`src/design/wsled_pkg.sv`:
```
// Shared types and constants for the WS2812 LED chain driver.
// Used by every module of the block; has no dependencies of its own.
`default_nettype none

package wsled_pkg;

   // Default size of the pixel store.
   localparam int MAX_LEDS_DEF = 256;

   // Bits per pixel on the wire: green, red, blue, eight bits each.
   localparam int BITS_PER_PIXEL = 24;

   // Configuration register indexes.
   localparam int CSR_IW = 3;
   localparam int CSR_DW = 16;
   localparam logic [CSR_IW-1:0] CSR_LED_COUNT       = 3'd0;
   localparam logic [CSR_IW-1:0] CSR_ONE_HIGH_TICKS  = 3'd1;
   localparam logic [CSR_IW-1:0] CSR_ONE_LOW_TICKS   = 3'd2;
   localparam logic [CSR_IW-1:0] CSR_ZERO_HIGH_TICKS = 3'd3;
   localparam logic [CSR_IW-1:0] CSR_ZERO_LOW_TICKS  = 3'd4;
   localparam logic [CSR_IW-1:0] CSR_LATCH_TICKS     = 3'd5;

   // Configuration reset values.
   localparam logic [8:0]  LED_COUNT_RST       = 9'd16;
   localparam logic [15:0] ONE_HIGH_TICKS_RST  = 16'd16;
   localparam logic [15:0] ONE_LOW_TICKS_RST   = 16'd9;
   localparam logic [15:0] ZERO_HIGH_TICKS_RST = 16'd8;
   localparam logic [15:0] ZERO_LOW_TICKS_RST  = 16'd17;
   localparam logic [15:0] LATCH_TICKS_RST     = 16'd5700;

   // Request command codes.
   typedef enum logic [1:0] {
      CMD_WRITE = 2'd0,
      CMD_SEND  = 2'd1,
      CMD_LATCH = 2'd2,
      CMD_TICK  = 2'd3
   } cmd_type;

   // Line sequencer phase.
   typedef enum logic [1:0] {
      PH_IDLE  = 2'd0,
      PH_SEND  = 2'd1,
      PH_LATCH = 2'd2
   } phase_type;

   // Configuration registers as seen by the serializer.
   typedef struct packed {
      logic [8:0]  led_count;
      logic [15:0] one_high_ticks;
      logic [15:0] one_low_ticks;
      logic [15:0] zero_high_ticks;
      logic [15:0] zero_low_ticks;
      logic [15:0] latch_ticks;
   } cfg_type;

   // Serializer status toward the top level.
   typedef struct packed {
      logic busy;        // a frame or latch period is running now
      logic pin_next;    // line level after the request being accepted
      logic busy_next;   // busy flag after the request being accepted
   } stat_type;

endpackage

`default_nettype wire

```
`src/design/wsled_serializer.sv`:
```
// Line sequencer: decodes requests, times the high and low segments and
// prefetches the next pixel from the pixel store. Depends on wsled_pkg.
`default_nettype none

module wsled_serializer #(
   parameter int MAX_LEDS = wsled_pkg::MAX_LEDS_DEF
) (
   input  wire logic                  clock,
   input  wire logic                  reset,
   input  wire logic                  req_fire,
   input  wire logic [1:0]            req_command,
   input  wire logic [7:0]            req_led_index,
   input  wire logic [23:0]           req_color,
   input  wire wsled_pkg::cfg_type    cfg,
   input  wire logic [23:0]           rd_data,
   output logic                       wr_en,
   output logic [((MAX_LEDS > 1) ? $clog2(MAX_LEDS) : 1)-1:0] wr_addr,
   output logic [23:0]                wr_data,
   output logic                       rd_en,
   output logic [((MAX_LEDS > 1) ? $clog2(MAX_LEDS) : 1)-1:0] rd_addr,
   output wsled_pkg::stat_type        stat
);

   import wsled_pkg::*;

   localparam int AW = (MAX_LEDS > 1) ? $clog2(MAX_LEDS) : 1;
   localparam int PW = $clog2(MAX_LEDS + 1);
   localparam logic [4:0] LAST_BIT = 5'(BITS_PER_PIXEL - 1);

   // A zero duration register counts as one tick.
   function automatic logic [15:0] dur(input logic [15:0] t);
      return (t == 16'd0) ? 16'd1 : t;
   endfunction

   phase_type   phase_ff, phase_in;
   logic [PW-1:0] ptr_ff, ptr_in;
   logic [4:0]  bitpos_ff, bitpos_in;
   logic [15:0] cnt_ff, cnt_in;
   logic        line_ff, line_in;
   logic [23:0] cur_pix_ff, cur_pix_in;
   logic [23:0] pix0_ff, pix0_in;

   logic [PW-1:0] eff_cnt;
   logic [PW:0]   new_ptr;
   logic [PW:0]   fetch_idx;
   logic [15:0]   cnt_dec;
   logic [23:0]   grb;
   logic          busy, is_tick, seg_end, last_bit, frame_end;
   logic          start_send, start_latch, do_write, pix_adv;

   // Effective chain length, clamped to the store size.
   assign eff_cnt = (32'(cfg.led_count) > MAX_LEDS) ? PW'(MAX_LEDS) : PW'(cfg.led_count);

   // Request decode.
   assign busy        = (phase_ff != PH_IDLE);
   assign is_tick     = req_fire && (req_command == CMD_TICK);
   assign start_send  = req_fire && (req_command == CMD_SEND) && !busy
                        && (cfg.led_count != 9'd0);
   assign start_latch = req_fire && (req_command == CMD_LATCH) && !busy;
   assign do_write    = req_fire && (req_command == CMD_WRITE) && !busy
                        && (32'(req_led_index) < 32'(eff_cnt));
   assign grb         = {req_color[15:8], req_color[23:16], req_color[7:0]};

   // Segment and frame bookkeeping.
   assign cnt_dec   = (cnt_ff != 16'd0) ? (cnt_ff - 16'd1) : 16'd0;
   assign seg_end   = (cnt_dec == 16'd0);
   assign last_bit  = (bitpos_ff == LAST_BIT);
   assign new_ptr   = last_bit ? ({1'b0, ptr_ff} + (PW+1)'(1)) : {1'b0, ptr_ff};
   assign frame_end = (new_ptr >= {1'b0, eff_cnt});
   assign pix_adv   = is_tick && (phase_ff == PH_SEND) && seg_end && !line_ff
                      && !frame_end && last_bit;

   // Next phase.
   always_comb begin
      phase_in = phase_ff;
      case (phase_ff)
         PH_IDLE: begin
            if (start_send) begin
               phase_in = PH_SEND;
            end else if (start_latch) begin
               phase_in = PH_LATCH;
            end
         end
         PH_SEND: begin
            if (is_tick && seg_end && !line_ff && frame_end) begin
               phase_in = PH_IDLE;
            end
         end
         PH_LATCH: begin
            if (is_tick && seg_end) begin
               phase_in = PH_IDLE;
            end
         end
         default: begin
            phase_in = PH_IDLE;
         end
      endcase
   end

   // Datapath: pointer, bit position, segment counter, line level, pixels.
   always_comb begin
      ptr_in     = ptr_ff;
      bitpos_in  = bitpos_ff;
      cnt_in     = cnt_ff;
      line_in    = line_ff;
      cur_pix_in = cur_pix_ff;
      pix0_in    = pix0_ff;
      if (start_send) begin
         ptr_in     = '0;
         bitpos_in  = 5'd0;
         line_in    = 1'b1;
         cur_pix_in = pix0_ff;
         cnt_in     = dur(pix0_ff[23] ? cfg.one_high_ticks : cfg.zero_high_ticks);
      end else if (start_latch) begin
         line_in = 1'b0;
         cnt_in  = dur(cfg.latch_ticks);
      end else if (is_tick && (phase_ff == PH_LATCH)) begin
         cnt_in = cnt_dec;
      end else if (is_tick && (phase_ff == PH_SEND)) begin
         if (!seg_end) begin
            cnt_in = cnt_dec;
         end else if (line_ff) begin
            line_in = 1'b0;
            cnt_in  = dur(cur_pix_ff[23] ? cfg.one_low_ticks : cfg.zero_low_ticks);
         end else if (frame_end) begin
            line_in   = 1'b0;
            ptr_in    = '0;
            bitpos_in = 5'd0;
            cnt_in    = 16'd0;
         end else if (last_bit) begin
            // Move to the prefetched pixel.
            bitpos_in  = 5'd0;
            ptr_in     = ptr_ff + PW'(1);
            cur_pix_in = rd_data;
            line_in    = 1'b1;
            cnt_in     = dur(rd_data[23] ? cfg.one_high_ticks : cfg.zero_high_ticks);
         end else begin
            bitpos_in  = bitpos_ff + 5'd1;
            cur_pix_in = {cur_pix_ff[22:0], 1'b0};
            line_in    = 1'b1;
            cnt_in     = dur(cur_pix_ff[22] ? cfg.one_high_ticks : cfg.zero_high_ticks);
         end
      end
      // Pixel zero is shadowed so that a send can start without a read.
      if (do_write && (req_led_index == 8'd0)) begin
         pix0_in = grb;
      end
   end

   // Store accesses. Writes never happen during a frame, so a prefetched
   // pixel cannot go stale.
   assign wr_en     = do_write;
   assign wr_addr   = AW'(req_led_index);
   assign wr_data   = grb;
   assign fetch_idx = start_send ? (PW+1)'(1) : ({1'b0, ptr_ff} + (PW+1)'(2));
   assign rd_en     = (start_send || pix_adv) && (fetch_idx < (PW+1)'(MAX_LEDS));
   assign rd_addr   = AW'(fetch_idx);

   // Status toward the top level.
   assign stat.busy      = busy;
   assign stat.pin_next  = line_in;
   assign stat.busy_next = (phase_in != PH_IDLE);

   always_ff @(posedge clock) begin
      if (reset) begin
         phase_ff   <= PH_IDLE;
         ptr_ff     <= '0;
         bitpos_ff  <= 5'd0;
         cnt_ff     <= 16'd0;
         line_ff    <= 1'b0;
         cur_pix_ff <= 24'd0;
         pix0_ff    <= 24'd0;
      end else begin
         phase_ff   <= phase_in;
         ptr_ff     <= ptr_in;
         bitpos_ff  <= bitpos_in;
         cnt_ff     <= cnt_in;
         line_ff    <= line_in;
         cur_pix_ff <= cur_pix_in;
         pix0_ff    <= pix0_in;
      end
   end

endmodule

`default_nettype wire

```
`config.mk`:
```
export PLATFORM = sky130hd
export DESIGN_NAME = wsled_serializer
export DESIGN_NICKNAME = d
export VERILOG_FILES = /design/src/design/wsled_pkg.sv /design/src/design/wsled_serializer.sv
export SDC_FILE = /design/constraint.sdc
export NUM_CORES = 1
export LEC_CHECK = 0
export BUFFER_PORTS_ARGS = -buffer_cell sky130_fd_sc_hd__buf_2
export CELL_PAD_IN_SITES_DETAIL_PLACEMENT = 0
export CELL_PAD_IN_SITES_GLOBAL_PLACEMENT = 1
export CORE_MARGIN = 3
export CORE_UTILIZATION = 28
export CTS_CLUSTER_SIZE = 25
export DETAILED_ROUTE_END_ITERATION = 6
export GPL_ROUTABILITY_DRIVEN = 0
export PLACE_DENSITY_LB_ADDON = 0.1
export REMOVE_ABC_BUFFERS = 1
export SYNTH_ARGS = -nofsm -noshare
export SYNTH_HDL_FRONTEND = slang
export SYNTH_SLANG_ARGS = --single-unit
```
`constraint.sdc`:
```
create_clock -name clock -period 4 [get_ports clock]
set_clock_uncertainty 0.1 [all_clocks]
set_input_delay 0.8 -clock clock [delete_from_list [all_inputs] [get_ports clock]]
set_output_delay 0.8 -clock clock [all_outputs]
set_load 0.03 [all_outputs]
```
# Word level (Yosys, flattened, before mapping)
# Index checks and enable logic that the tools add are counted.
[op_classes] addsub=5 n_mul=0 div=0 order_cmp=4 n_eq_ne=10 n_shift=0 mux=45 bitwise_logic=3 reduce_logical=45
[op_table] cell="16-bit 2-to-1 mux" count=18
[op_table] cell="24-bit 2-to-1 mux" count=8
[op_table] cell="16-bit logical NOT" count=6
[op_table] cell="9-bit 2-to-1 mux" count=3
[op_table] cell="1-bit logical AND" count=20
[op_table] cell="10-bit 2-to-1 mux" count=2
[op_table] cell="16-bit nonzero test" count=1
[op_table] cell="16-bit by 1-bit subtractor with 16-bit output, second input constant" count=1
[op_table] cell="6-bit AND reduction" count=2
[op_table] cell="9-bit by 1-bit adder with 10-bit output, second input constant" count=1
[op_table] cell="9-bit by 2-bit adder with 10-bit output, second input constant" count=1
[op_table] cell="10-bit by 9-bit >= comparator with 1-bit output" count=1
[op_table] cell="10-bit by 9-bit less-than comparator with 1-bit output, second input constant" count=1
[op_table] cell="5-bit 2-to-1 mux" count=2
[op_table] cell="2-bit nonzero test" count=5
[op_table] cell="9-bit by 1-bit adder with 9-bit output, second input constant" count=1
[op_table] cell="9-bit > comparator, second input constant" count=1
[op_table] cell="8-bit by 9-bit less-than comparator with 1-bit output" count=1
[op_table] cell="9-bit nonzero test" count=1
[op_table] cell="8-bit logical NOT" count=1
[op_table] cell="2-bit 2-to-1 mux" count=4
[op_table] cell="1-bit 2-to-1 mux" count=7
[op_table] cell="2-bit equality test, second input constant" count=3
[op_table] cell="2-bit case mux with 3 select lines" count=1
[op_table] cell="other kinds (12)" count=20
[word_totals] ff_bits=81 latchBits=0 ram_bits=0 mem_bits_ro=0 input_bits=150 wordCells=119 n_memories=0

# Depth between registers and ports, before layout
# Gate-level depths: netlist of run 1.
[logic_depth] ltp_word=11 mapped_depth=17 mapped_depth_nobuf=13

# Least setup slack after synthesis of run 1
# No wires, ideal clock.
[synth_path] path_type="register to output" start="reg bitpos_ff[0]" end="out rd_en" t_arrival_ps=3702 t_required_ps=3100 slack_ps=-602 stages_incl_launch_ff=16 cell_sequence="dfxtp_1 ha_1 and4b_1 clkbuf_1 clkbuf_1 nand2_1 xnor2_1 ha_1 a21o_1 a21oi_1 o311a_1 o21ai_1 or4_1 buf_2 nor2_1 a21o_1"
[synth_via] elab_chain_cells=8
[synth_rtl] element="start: declaration" line="wsled_serializer.sv:37" text="logic [4:0] bitpos_ff, bitpos_in;"
[synth_rtl] element="start signal: assignment" line="wsled_serializer.sv:176" text="bitpos_ff <= bitpos_in;"
[synth_rtl] element="5-bit equality test (*)" line="wsled_serializer.sv:67" text="assign last_bit = (bitpos_ff == LAST_BIT);"
[synth_rtl] element="10-bit 2-to-1 mux" line="wsled_serializer.sv:68" text="assign new_ptr = last_bit ? ({1'b0, ptr_ff} + (PW+1)'(1)) : {1'b0, ptr_ff};"
[synth_rtl] element="10-bit by 9-bit >= comparator with 1-bit output" line="wsled_serializer.sv:69" text="assign frame_end = (new_ptr >= {1'b0, eff_cnt});"
[synth_rtl] element="1-bit logical NOT" line="wsled_serializer.sv:71" text="&& !frame_end && last_bit;"
[synth_rtl] element="1-bit logical AND" line="wsled_serializer.sv:71"
[synth_rtl] element="1-bit logical AND (*)" line="wsled_serializer.sv:71"
[synth_rtl] element="1-bit logical OR (*)" line="wsled_serializer.sv:156" text="assign rd_en = (start_send || pix_adv) && (fetch_idx < (PW+1)'(MAX_LEDS));"
[synth_rtl] element="1-bit logical AND (*)" line="wsled_serializer.sv:156"
[synth_rtl] element="end: declaration" line="wsled_serializer.sv:19" text="output logic rd_en,"
# Mark *: on every way between the ends. The rest lies on a longest branch, timed or not.

# Worst setup path after layout of run 1
[layout_path] start="reg ptr_ff[1]" end="out rd_en"
[layout_via] elab_chain_cells=8 word_cells_on_any_way=11
[layout_rtl] element="start: declaration" line="wsled_serializer.sv:36" text="logic [PW-1:0] ptr_ff, ptr_in;"
[layout_rtl] element="start signal: assignment" line="wsled_serializer.sv:175" text="ptr_ff <= ptr_in;"
[layout_rtl] element="9-bit by 1-bit adder with 10-bit output" line="wsled_serializer.sv:68"
[layout_rtl] element="10-bit 2-to-1 mux" line="wsled_serializer.sv:68"
[layout_rtl] element="10-bit by 9-bit >= comparator with 1-bit output" line="wsled_serializer.sv:69"
[layout_rtl] element="1-bit logical NOT" line="wsled_serializer.sv:71"
[layout_rtl] element="1-bit logical AND (2 in a row)" line="wsled_serializer.sv:71"
[layout_rtl] element="1-bit logical OR" line="wsled_serializer.sv:156"
[layout_rtl] element="1-bit logical AND (*)" line="wsled_serializer.sv:156"
# Marks and branches as above.

==> results_dict.tcl, run 1 <==
set metrics [dict create \
    cp.arrival_ns 3.26 \
    synth_flop_cell "dfxtp_1" \
    fmax_mhz 240 \
    hold_violations 0 \
    clk-insertion-delay-late_ns 0.35 \
    grt_pass1_wl_um 37500 \
    start_util_pct 28.7 \
    p_leak_uw 0.00343 \
    hold_path.class "reg -> reg" \
    grt_usage_pct 19.0 \
    grt_remaining_overflow 0 \
    rsz0062_at_grt "yes" \
    yosysTopAreaCell "dfxtp_1" \
    final_max_slew_viol_count 0 \
    instances_no_fill 1325 \
    status "finished, violations left" \
    synth-seq-cells 81 \
    grt_max_degree 48 \
    path_clk_slew_ns 0.06 \
    path_class "reg -> out" \
    die-area_sq_um 25100 \
    drive_above_1_share_pct 30.6 \
    path_buf_inv 1 \
    dpl.hpwl_um 19000 \
    worst_ir_drop_vdd_v 0.000215 \
    antennaDiodeCount 0 \
    ys_warn_count 0 \
    n_fill_cell 2469 \
    setup_viol 2 \
    holdPathStages 2 \
    drcViolationCount 0 \
    crit_chain "ha_4 -> nand4_1 -> or2_4 -> nor2_4 -> xor2_2 -> ha_1 -> a21o_1 -> a21oi_2 -> o311a_1 -> o21ai_2 -> or4_4 -> nor2_4 -> a21o_1 -> buf_6" \
    hold_end "cur_pix_ff[11]" \
    grt_pass1_vias 6624 \
    final.period_utilization_pct 104 \
    dp_slack_ns -0.151 \
    layout_min_cycle_time_ns 4.16 \
    synth_edf_count 0 \
    maxSlewHeadroom_pct 44.5 \
    synth.area.top_cells "dfxtp_1, mux2i_1, nand2b_1, nor2_1, a21oi_1" \
    fin_total_pwr_uw 2340 \
    first_pass_iters 5 \
    area_delta_synth_final_pct 27.5 \
    cts_tree "done" \
    cap_viol_max_count 0 \
    via_count 6899 \
    cts_hold_buf 0 \
    required_ns 3.10 \
    die_y_um 158 \
    placedCellCount 1303 \
    worst_r2r_startpoint "ptr_ff[1]" \
    synth.avg_cell_area_sq_um 7.61 \
    wl_per_cell_um 18.6 \
    syn_inst 855 \
    failed_checks "negative setup slack" \
    crit_path_max_fanout 2 \
    ys_types 62 \
    rr_worst_depth 15 \
    wl_um 24700 \
    root_buffer "clkbuf_16" \
    crit_slowest_cell "or4_4" \
    slowest_delay_ns 0.57 \
    fin_ws_ns -0.163 \
    critPathTopFamily "simple AND/OR/NAND/NOR gates" \
    grt_antenna_before_repair 0 \
    rows 55 \
    cp-start-kind "flip-flop" \
    post-route-util_pct 36.5 \
    power.density_nw_per_um2 282 \
    synth.top_cell.area_share_pct 24.9 \
    dr.first_iter.drc_count 383 \
    postRouteAntennaNets 0 \
    cts-buffers-inserted 9 \
    final_nets 1205 \
    fp.coreArea_sq_um 22700 \
    netlist_area_sq_um 6510 \
    layout_common_cells "buf_2, nor2_1, dfxtp_1" \
    synth_async_sr_flop_share_pct 0 \
    port_buffers 194 \
    cts_buffer_depth 2 \
    final_common_cell "buf_2" \
    r2r_slack_ns 0.41 \
    rr_endpoint "bitpos_ff[4]" \
    htreeDepth 3 \
    synth.yosys.seq_area_share_pct 24.9 \
    setup.worst_path.end_class "output port" \
    worst_pin_slew_ns 0.820 \
    via_per_inst 5.21 \
    cts_sinks 81 \
    worstHoldStart "pix0_ff[11]" \
    die-width_um 158 \
    ios 195 \
]
-- cell usage after synthesis (3+ instances only) --
cell type	instances
or4_1	7
buf_4	35
nor4b_1	3
or2_2	8
o22ai_1	17
a221oi_1	3
xor2_1	14
a211oi_1	11
a21o_1	12
buf_2	9
o211ai_1	5
nand4_1	9
nand2b_1	60
o21a_1	4
nand2_1	70
and4_1	3
or3_1	9
o21ai_0	31
o2111ai_1	6
mux2_2	4
a21oi_1	66
inv_1	4
clkbuf_1	43
buf_1	4
nor2_1	100
xnor2_1	7
nor3_1	24
o211a_1	3
o221ai_1	18
a2111oi_0	4
nor4_1	12
mux2i_1	77
a41oi_1	5
ha_1	20
dfxtp_1	81
nand3_1	19
a31oi_1	6
nor2b_1	7
-- timing repair --
| item | CTS | global route |
|---|---|---|
| buffers inserted | 5 | 1 |
| pin swaps | 8 | 9 |
| setup endpoints to repair | 2 | 3 |
| gates resized for setup | 17 | 18 |
-- how the worst max path moves through the flow --
stage,start,end,cells after the start
after floorplan,bitpos_ff[0],rd_en,12
after global placement,ptr_ff[1],rd_en,14
after detailed placement,ptr_ff[1],rd_en,14
after CTS,ptr_ff[1],rd_en,14
after global routing,ptr_ff[1],rd_en,14
final,ptr_ff[1],rd_en,14
-- area by class of cell --
type	count	area (sq um)	share of cell area [%]
Tap cell	285	357	4.30
Timing Repair Buffer	260	1500	18.0
Clock inverter	6	66.3	0.799
Sequential cell	81	1620	19.6
Clock buffer	10	229	2.76
Multi-Input combinational cell	677	4500	54.3
Inverter	6	22.5	0.271
-- sequential cells by signal (all words and copies together) (netlist names) --
name        flops
ptr_ff          9
pix0_ff        24
phase_ff        2
line_ff         1
cnt_ff         16
cur_pix_ff     24
bitpos_ff       5
-- cells by family after synthesis --
| group | Yosys count | synth area share [%] |
|---|---|---|
| XOR/XNOR | 21 | 2.83 |
| AND/OR/NAND/NOR | 346 | 27.0 |
| flip-flops | 81 | 24.9 |
| buffers and inverters | 97 | 7.79 |
| adder cells (fa/ha/maj) | 20 | 3.85 |
| AO/OA/AOI/OAI | 209 | 21.1 |
| multiplexers | 81 | 12.5 |
-- power breakdown --
part / internal, uW / total, uW / switching (uW)
logic: 251 / 630 / 379
clock network: 487 / 852 / 365
registers: 825 / 859 / 34.4
total: 1560 / 2340 / 778
-- metrics by stage --
| step | cell area (sq um) | hold WS (ns) | TNS [ns] |
|---|---|---|---|
| after CTS | 8230 | 0.361 | -0.425 |
| after global placement | 7840 | 0.349 | -0.184 |
| final | 8300 | 0.359 | -0.301 |
| after floorplan | 6020 | 0.331 | -3.67 |
| after global routing | 8300 | 0.382 | -0.657 |
| after detailed placement | 7840 | 0.348 | -0.259 |
-- worst reg2reg max path, delay by kind of cell, from the launching register on --
kind	cells	cell delay, ns
and+or+nand+nor	5	1.42
AOI/OAI and AO/OA	5	0.77
adders and majority gates	2	0.38
buffers and inverters	2	0.36
DFF	1	0.35
xor gates and xnor gates	1	0.14
-- layer usage --
metal  share of wire, %  GRT usage [%]  vias to the layer above
li1                   -              -                     3447
met1                 48           26.3                     3198
met2                 44           30.7                      227
met3                5.9           3.07                       27
met4                2.2           5.33                        0
met5                  0              0                        -
Power figures use the tool's default switching activity.
==> inputs of run 2 (changes only) <==
--- a/config.mk
+++ b/config.mk
@@ -8,11 +8,12 @@
 export BUFFER_PORTS_ARGS = -buffer_cell sky130_fd_sc_hd__buf_2
 export CELL_PAD_IN_SITES_DETAIL_PLACEMENT = 0
 export CELL_PAD_IN_SITES_GLOBAL_PLACEMENT = 1
-export CORE_MARGIN = 3
+export CORE_MARGIN = 2
 export CORE_UTILIZATION = 28
 export CTS_CLUSTER_SIZE = 25
 export DETAILED_ROUTE_END_ITERATION = 6
 export GPL_ROUTABILITY_DRIVEN = 0
+export GPL_TIMING_DRIVEN = 0
 export PLACE_DENSITY_LB_ADDON = 0.1
 export REMOVE_ABC_BUFFERS = 1
 export SYNTH_ARGS = -nofsm -noshare
==> results_dict.tcl, run 2 (synthesized netlist as in run 1, its figures left out) <==
set metrics [dict create \
    rr_worst_depth 14 \
    postRouteAntennaNets 0 \
    drive_above_1_share_pct 30.9 \
    grt_antenna_before_repair 0 \
    die_y_um 156 \
    cts-buffers-inserted 9 \
    first_pass_iters 5 \
    final_nets 1193 \
    dpl.hpwl_um 17800 \
    hold_path.class "reg -> reg" \
    wl_per_cell_um 19.1 \
    final_max_slew_viol_count 0 \
    worstHoldStart "pix0_ff[10]" \
    path_class "reg -> out" \
    cp.arrival_ns 3.38 \
    power.density_nw_per_um2 271 \
    reg_top3 "cur_pix_ff: 24 flops, pix0_ff: 24 flops, cnt_ff: 16 flops" \
    dr.first_iter.drc_count 471 \
    maxSlewHeadroom_pct 27.2 \
    wl_um 25100 \
    worst_pin_slew_ns 1.09 \
    dpl_cell_area_sq_um 7490 \
    crit_slowest_cell "or4_4" \
    grt_pass1_vias 6674 \
    cap_viol_max_count 0 \
    rsz0062_at_grt "yes" \
    cts_tree "done" \
    grt_pass1_wl_um 38600 \
    status "finished, violations left" \
    via_count 6929 \
    crit_path_end "rd_en" \
    layout_min_cycle_time_ns 4.28 \
    rr_endpoint "cur_pix_ff[13]" \
    grt_remaining_overflow 0 \
    crit_start "ptr_ff[0]" \
    fin_ws_ns -0.282 \
    final_common_cell "buf_2" \
    layout_common_cells "buf_2, nor2_1, mux2i_1" \
    cts_sinks 81 \
    required_ns 3.10 \
    die-width_um 156 \
    ios 195 \
    clk-insertion-delay-late_ns 0.35 \
    crit_chain "ha_4 -> nand2_1 -> nor2_2 -> nand3_2 -> nor2_1 -> xor2_1 -> ha_1 -> a21oi_2 -> o311a_1 -> o21ai_4 -> or4_4 -> nor2_4 -> a21o_1 -> buf_6" \
    setup.worst_path.end_class "output port" \
    slowest_delay_ns 0.58 \
    htreeDepth 3 \
    worst_r2r_startpoint "ptr_ff[0]" \
    worst_ir_drop_vdd_v 0.000196 \
    path_clk_slew_ns 0.07 \
    start_util_pct 28.7 \
    failed_checks "negative setup slack" \
    setup_viol 3 \
    crit_path_max_fanout 7 \
    cts_hold_buf 0 \
    grt_usage_pct 20.3 \
    tns_ns -0.586 \
    fmax_mhz 234 \
    area_delta_synth_final_pct 28.3 \
    cp-start-kind "flip-flop" \
    rows 55 \
    antennaDiodeCount 0 \
    drcViolationCount 0 \
    via_per_inst 5.28 \
    fp.coreArea_sq_um 22700 \
    r2r_slack_ns 0.21 \
    cts_buffer_depth 2 \
    root_buffer "clkbuf_16" \
    p_leak_uw 0.00337 \
    n_fill_cell 2447 \
    die-area_sq_um 24500 \
    final_cell_area_sq_um 8350 \
    grt_max_degree 97 \
    port_buffers 194 \
    hold_violations 0 \
    final.period_utilization_pct 107 \
    fin_total_pwr_uw 2270 \
]
[run 2: cell count changes in the layout (fill, tap and decap cells not counted), moves of 2 or more]
cell / change
buf_4: -19
buf_8: +3
dfxtp_1: -8
dfxtp_2: +3
dfxtp_4: +5
ha_4: +2
nor2_1: -2
o21ai_0: +2
o21ai_2: -2
[run 2: how the worst min path moves through the flow]
| stage | endpoint | slack, ns | cells after the start |
|---|---|---|---|
| 2_1_floorplan | cur_pix_ff[10] | 0.33 | 2 |
| 3_3_place_gp | cur_pix_ff[10] | 0.35 | 2 |
| 3_5_place_dp | cur_pix_ff[7] | 0.35 | 2 |
| 4_1_cts | cur_pix_ff[7] | 0.36 | 2 |
| 5_1_grt | cur_pix_ff[12] | 0.37 | 2 |
| 6_report | cur_pix_ff[10] | 0.36 | 2 |
[run 2: area by class of cell]
cell class,instances,area (sq um),area share (%)
Multi-Input combinational cell,679,4600,55.1
Sequential cell,81,1650,19.7
Timing Repair Buffer,246,1450,17.4
Tap cell,285,357,4.27
Clock buffer,10,229,2.74
Clock inverter,6,43.8,0.524
Inverter,6,22.5,0.270
[run 2: metal layers]
metal | up-vias | track usage (%) | wire (um) | share of wire (%)
met5 | - | 0 | 0 | 0
met4 | 0 | 5.07 | 417 | 1.7
met3 | 24 | 2.99 | 1310 | 5.2
met2 | 218 | 32.2 | 11000 | 44
met1 | 3256 | 28.7 | 12400 | 49
li1 | 3431 | - | - | -
[run 2: repair_timing]
item	4_1_cts	5_1_grt
pin swaps	16	10
gates resized for setup	43	14
setup endpoints to repair	57	32
buffers inserted	46	6
cloned	3	0
endpoints found under the hold margin	0	0
[run 2: worst max-delay path, delay by kind of cell, from the launching register on]
| kind | cells | cell delay [ns] |
|---|---|---|
| AOI/OAI and AO/OA | 4 | 0.65 |
| xor gates and xnor gates | 1 | 0.19 |
| adders and majority gates | 2 | 0.45 |
| buffers and inverters | 1 | 0.13 |
| DFF | 1 | 0.41 |
| and+or+nand+nor | 6 | 1.20 |
[run 2: metrics by stage]
stage,worst slack (ns),hold slack [ns],utilization (%),instances
after floorplan,-0.929,0.331,-,764
after global placement,-2.55,0.349,32.4,1243
after detailed placement,-1.79,0.347,33.0,1249
after CTS,-0.310,0.360,36.5,1311
after global routing,-0.455,0.367,36.8,1313
final,-0.282,0.355,36.8,1313
[run 2: power breakdown]
group	switching [uW]	leakage (uW)	internal [uW]	total, uW
combinational	372	0.00258	238	610
sequential	35.5	0.000662	821	857
clock	375	0.000133	424	798
==> inputs of run 3 (changes only) <==
--- a/config.mk
+++ b/config.mk
@@ -10,6 +10,7 @@
 export CELL_PAD_IN_SITES_GLOBAL_PLACEMENT = 1
 export CORE_MARGIN = 2
 export CORE_UTILIZATION = 28
+export CTS_BUF_LIST = sky130_fd_sc_hd__clkbuf_8 sky130_fd_sc_hd__clkbuf_16
 export CTS_CLUSTER_SIZE = 25
 export DETAILED_ROUTE_END_ITERATION = 6
 export GPL_ROUTABILITY_DRIVEN = 0
==> results_dict.tcl, run 3 (synthesized netlist as in run 1, its figures left out) <==
set metrics [dict create \
    fin_ws_ns -0.282 \
    fp.coreArea_sq_um 22700 \
    grt_antenna_before_repair 0 \
    via_per_inst 5.27 \
    clk-insertion-delay-late_ns 0.35 \
    crit_path_end "rd_en" \
    cts_buffer_depth 2 \
    rr_endpoint "cur_pix_ff[13]" \
    start_util_pct 28.7 \
    die-width_um 156 \
    dpl_cell_area_sq_um 7490 \
    cp.arrival_ns 3.38 \
    regArea_sq_um 1650 \
    grt_pass1_wl_um 38600 \
    cts-buffers-inserted 9 \
    wl_per_cell_um 19.1 \
    dp_slack_ns -1.79 \
    power.density_nw_per_um2 271 \
    path_class "reg -> out" \
    switching_share_pct 34.6 \
    grt_pass1_vias 6674 \
    setup_viol 3 \
    grt_remaining_overflow 0 \
    final_nets 1193 \
    failed_checks "negative setup slack" \
    antennaDiodeCount 0 \
    p_leak_uw 0.00338 \
    area_delta_synth_final_pct 28.3 \
    first_pass_iters 5 \
    multiInputGateArea_sq_um 4600 \
    port_buffers 194 \
    cts_hold_buf 0 \
    via_count 6926 \
    p_clk_share_pct 35.2 \
    crit_start "ptr_ff[0]" \
    cts_sinks 81 \
    htreeDepth 3 \
    worst_ir_drop_vdd_v 0.000195 \
    n_fill_cell 2447 \
    required_ns 3.10 \
    worst_r2r_startpoint "ptr_ff[0]" \
    crit_slowest_cell "or4_4" \
    maxSlewHeadroom_pct 27.2 \
    grt_usage_pct 20.3 \
    layout_common_cells "buf_2, nor2_1, mux2i_1" \
    worst_pin_slew_ns 1.09 \
    pwr-share-comb_pct 27.0 \
    drive_above_1_share_pct 30.9 \
    path_clk_slew_ns 0.07 \
    holdPathStages 2 \
    rows 55 \
    crit_path_max_fanout 7 \
    drcViolationCount 0 \
    grt_max_degree 97 \
    p_int_uw 1480 \
    final_cell_area_sq_um 8350 \
    crit_chain "ha_4 -> nand2_1 -> nor2_2 -> nand3_2 -> nor2_1 -> xor2_1 -> ha_1 -> a21oi_2 -> o311a_1 -> o21ai_4 -> or4_4 -> nor2_4 -> a21o_1 -> buf_6" \
    rr_worst_depth 14 \
    die_y_um 156 \
    cp-start-kind "flip-flop" \
    cts_tree "done" \
    dr.first_iter.drc_count 471 \
    ios 195 \
    die-area_sq_um 24500 \
    r2r_slack_ns 0.21 \
    seq_power_share_pct 37.9 \
    layout_min_cycle_time_ns 4.28 \
    setup.worst_path.end_class "output port" \
    final_common_cell "buf_2" \
    dpl.hpwl_um 17800 \
    fin_total_pwr_uw 2260 \
    root_buffer "clkbuf_16" \
    post-route-util_pct 36.8 \
    rsz0062_at_grt "yes" \
    wl_um 25100 \
    final_max_slew_viol_count 0 \
    hold_violations 0 \
    reg_top3 "cur_pix_ff: 24 flops, pix0_ff: 24 flops, cnt_ff: 16 flops" \
    p_sw_uw 783 \
    status "finished, violations left" \
    hold_path.class "reg -> reg" \
    cap_viol_max_count 0 \
    whs_ns 0.355 \
    postRouteAntennaNets 0 \
    fmax_mhz 234 \
    slowest_delay_ns 0.58 \
    final.period_utilization_pct 107 \
]
-- run 3: critical path, delay by kind of cell, from the launching register on --
kind                     cells  cell delay (ns)
AND/OR/NAND/NOR              6             1.20
buffers and inverters        1             0.13
AO/OA/AOI/OAI                4             0.65
XOR/XNOR                     1             0.19
adder cells (fa/ha/maj)      2             0.45
flip-flops                   1             0.41
-- run 3: routing by layer --
metal  global-route usage, %  part of all wire (%)  wire length [um]
met1                    28.7                    49             12400
met2                    32.2                    44             11000
met3                    2.99                   5.2              1310
met4                    5.07                   1.7               417
met5                       0                     0                 0
-- run 3: how the worst min path moves through the flow --
stage	from	to
final	pix0_ff[10]	cur_pix_ff[10]
after global routing	pix0_ff[12]	cur_pix_ff[12]
after CTS	pix0_ff[7]	cur_pix_ff[7]
after detailed placement	pix0_ff[7]	cur_pix_ff[7]
after global placement	pix0_ff[10]	cur_pix_ff[10]
after floorplan	pix0_ff[10]	cur_pix_ff[10]
-- run 3: power by group through the flow --
stage / Clock [uW] / Sequential, uW / Combinational, uW
global placement: 0 / 877 / 586
detailed placement: 0 / 877 / 587
floorplan: 0 / 866 / 303
finish: 796 / 857 / 610
CTS: 813 / 855 / 605
global route: 851 / 860 / 671
-- run 3: cell type report --
class | count | share of cell area, %
repair buffers | 246 | 17.4
inverters | 6 | 0.270
clock inverters | 7 | 0.569
flip-flops and latches | 81 | 19.7
multi-input cells | 679 | 55.1
well taps | 285 | 4.27
clock buffers | 9 | 2.70
-- run 3: per-stage QoR --
step           setup TNS, ns  cells
2_1_floorplan          -3.67    764
3_3_place_gp         -129.66   1243
3_5_place_dp          -30.88   1249
4_1_cts               -0.900   1311
5_1_grt                -1.14   1313
6_report              -0.587   1313
-- run 3: repair_timing --
action	CTS	global route
pin swaps	16	10
gates cloned	3	0
hold endpoints to repair	0	0
setup endpoints to repair	57	32
gates resized for setup	43	14
buffers inserted	46	6
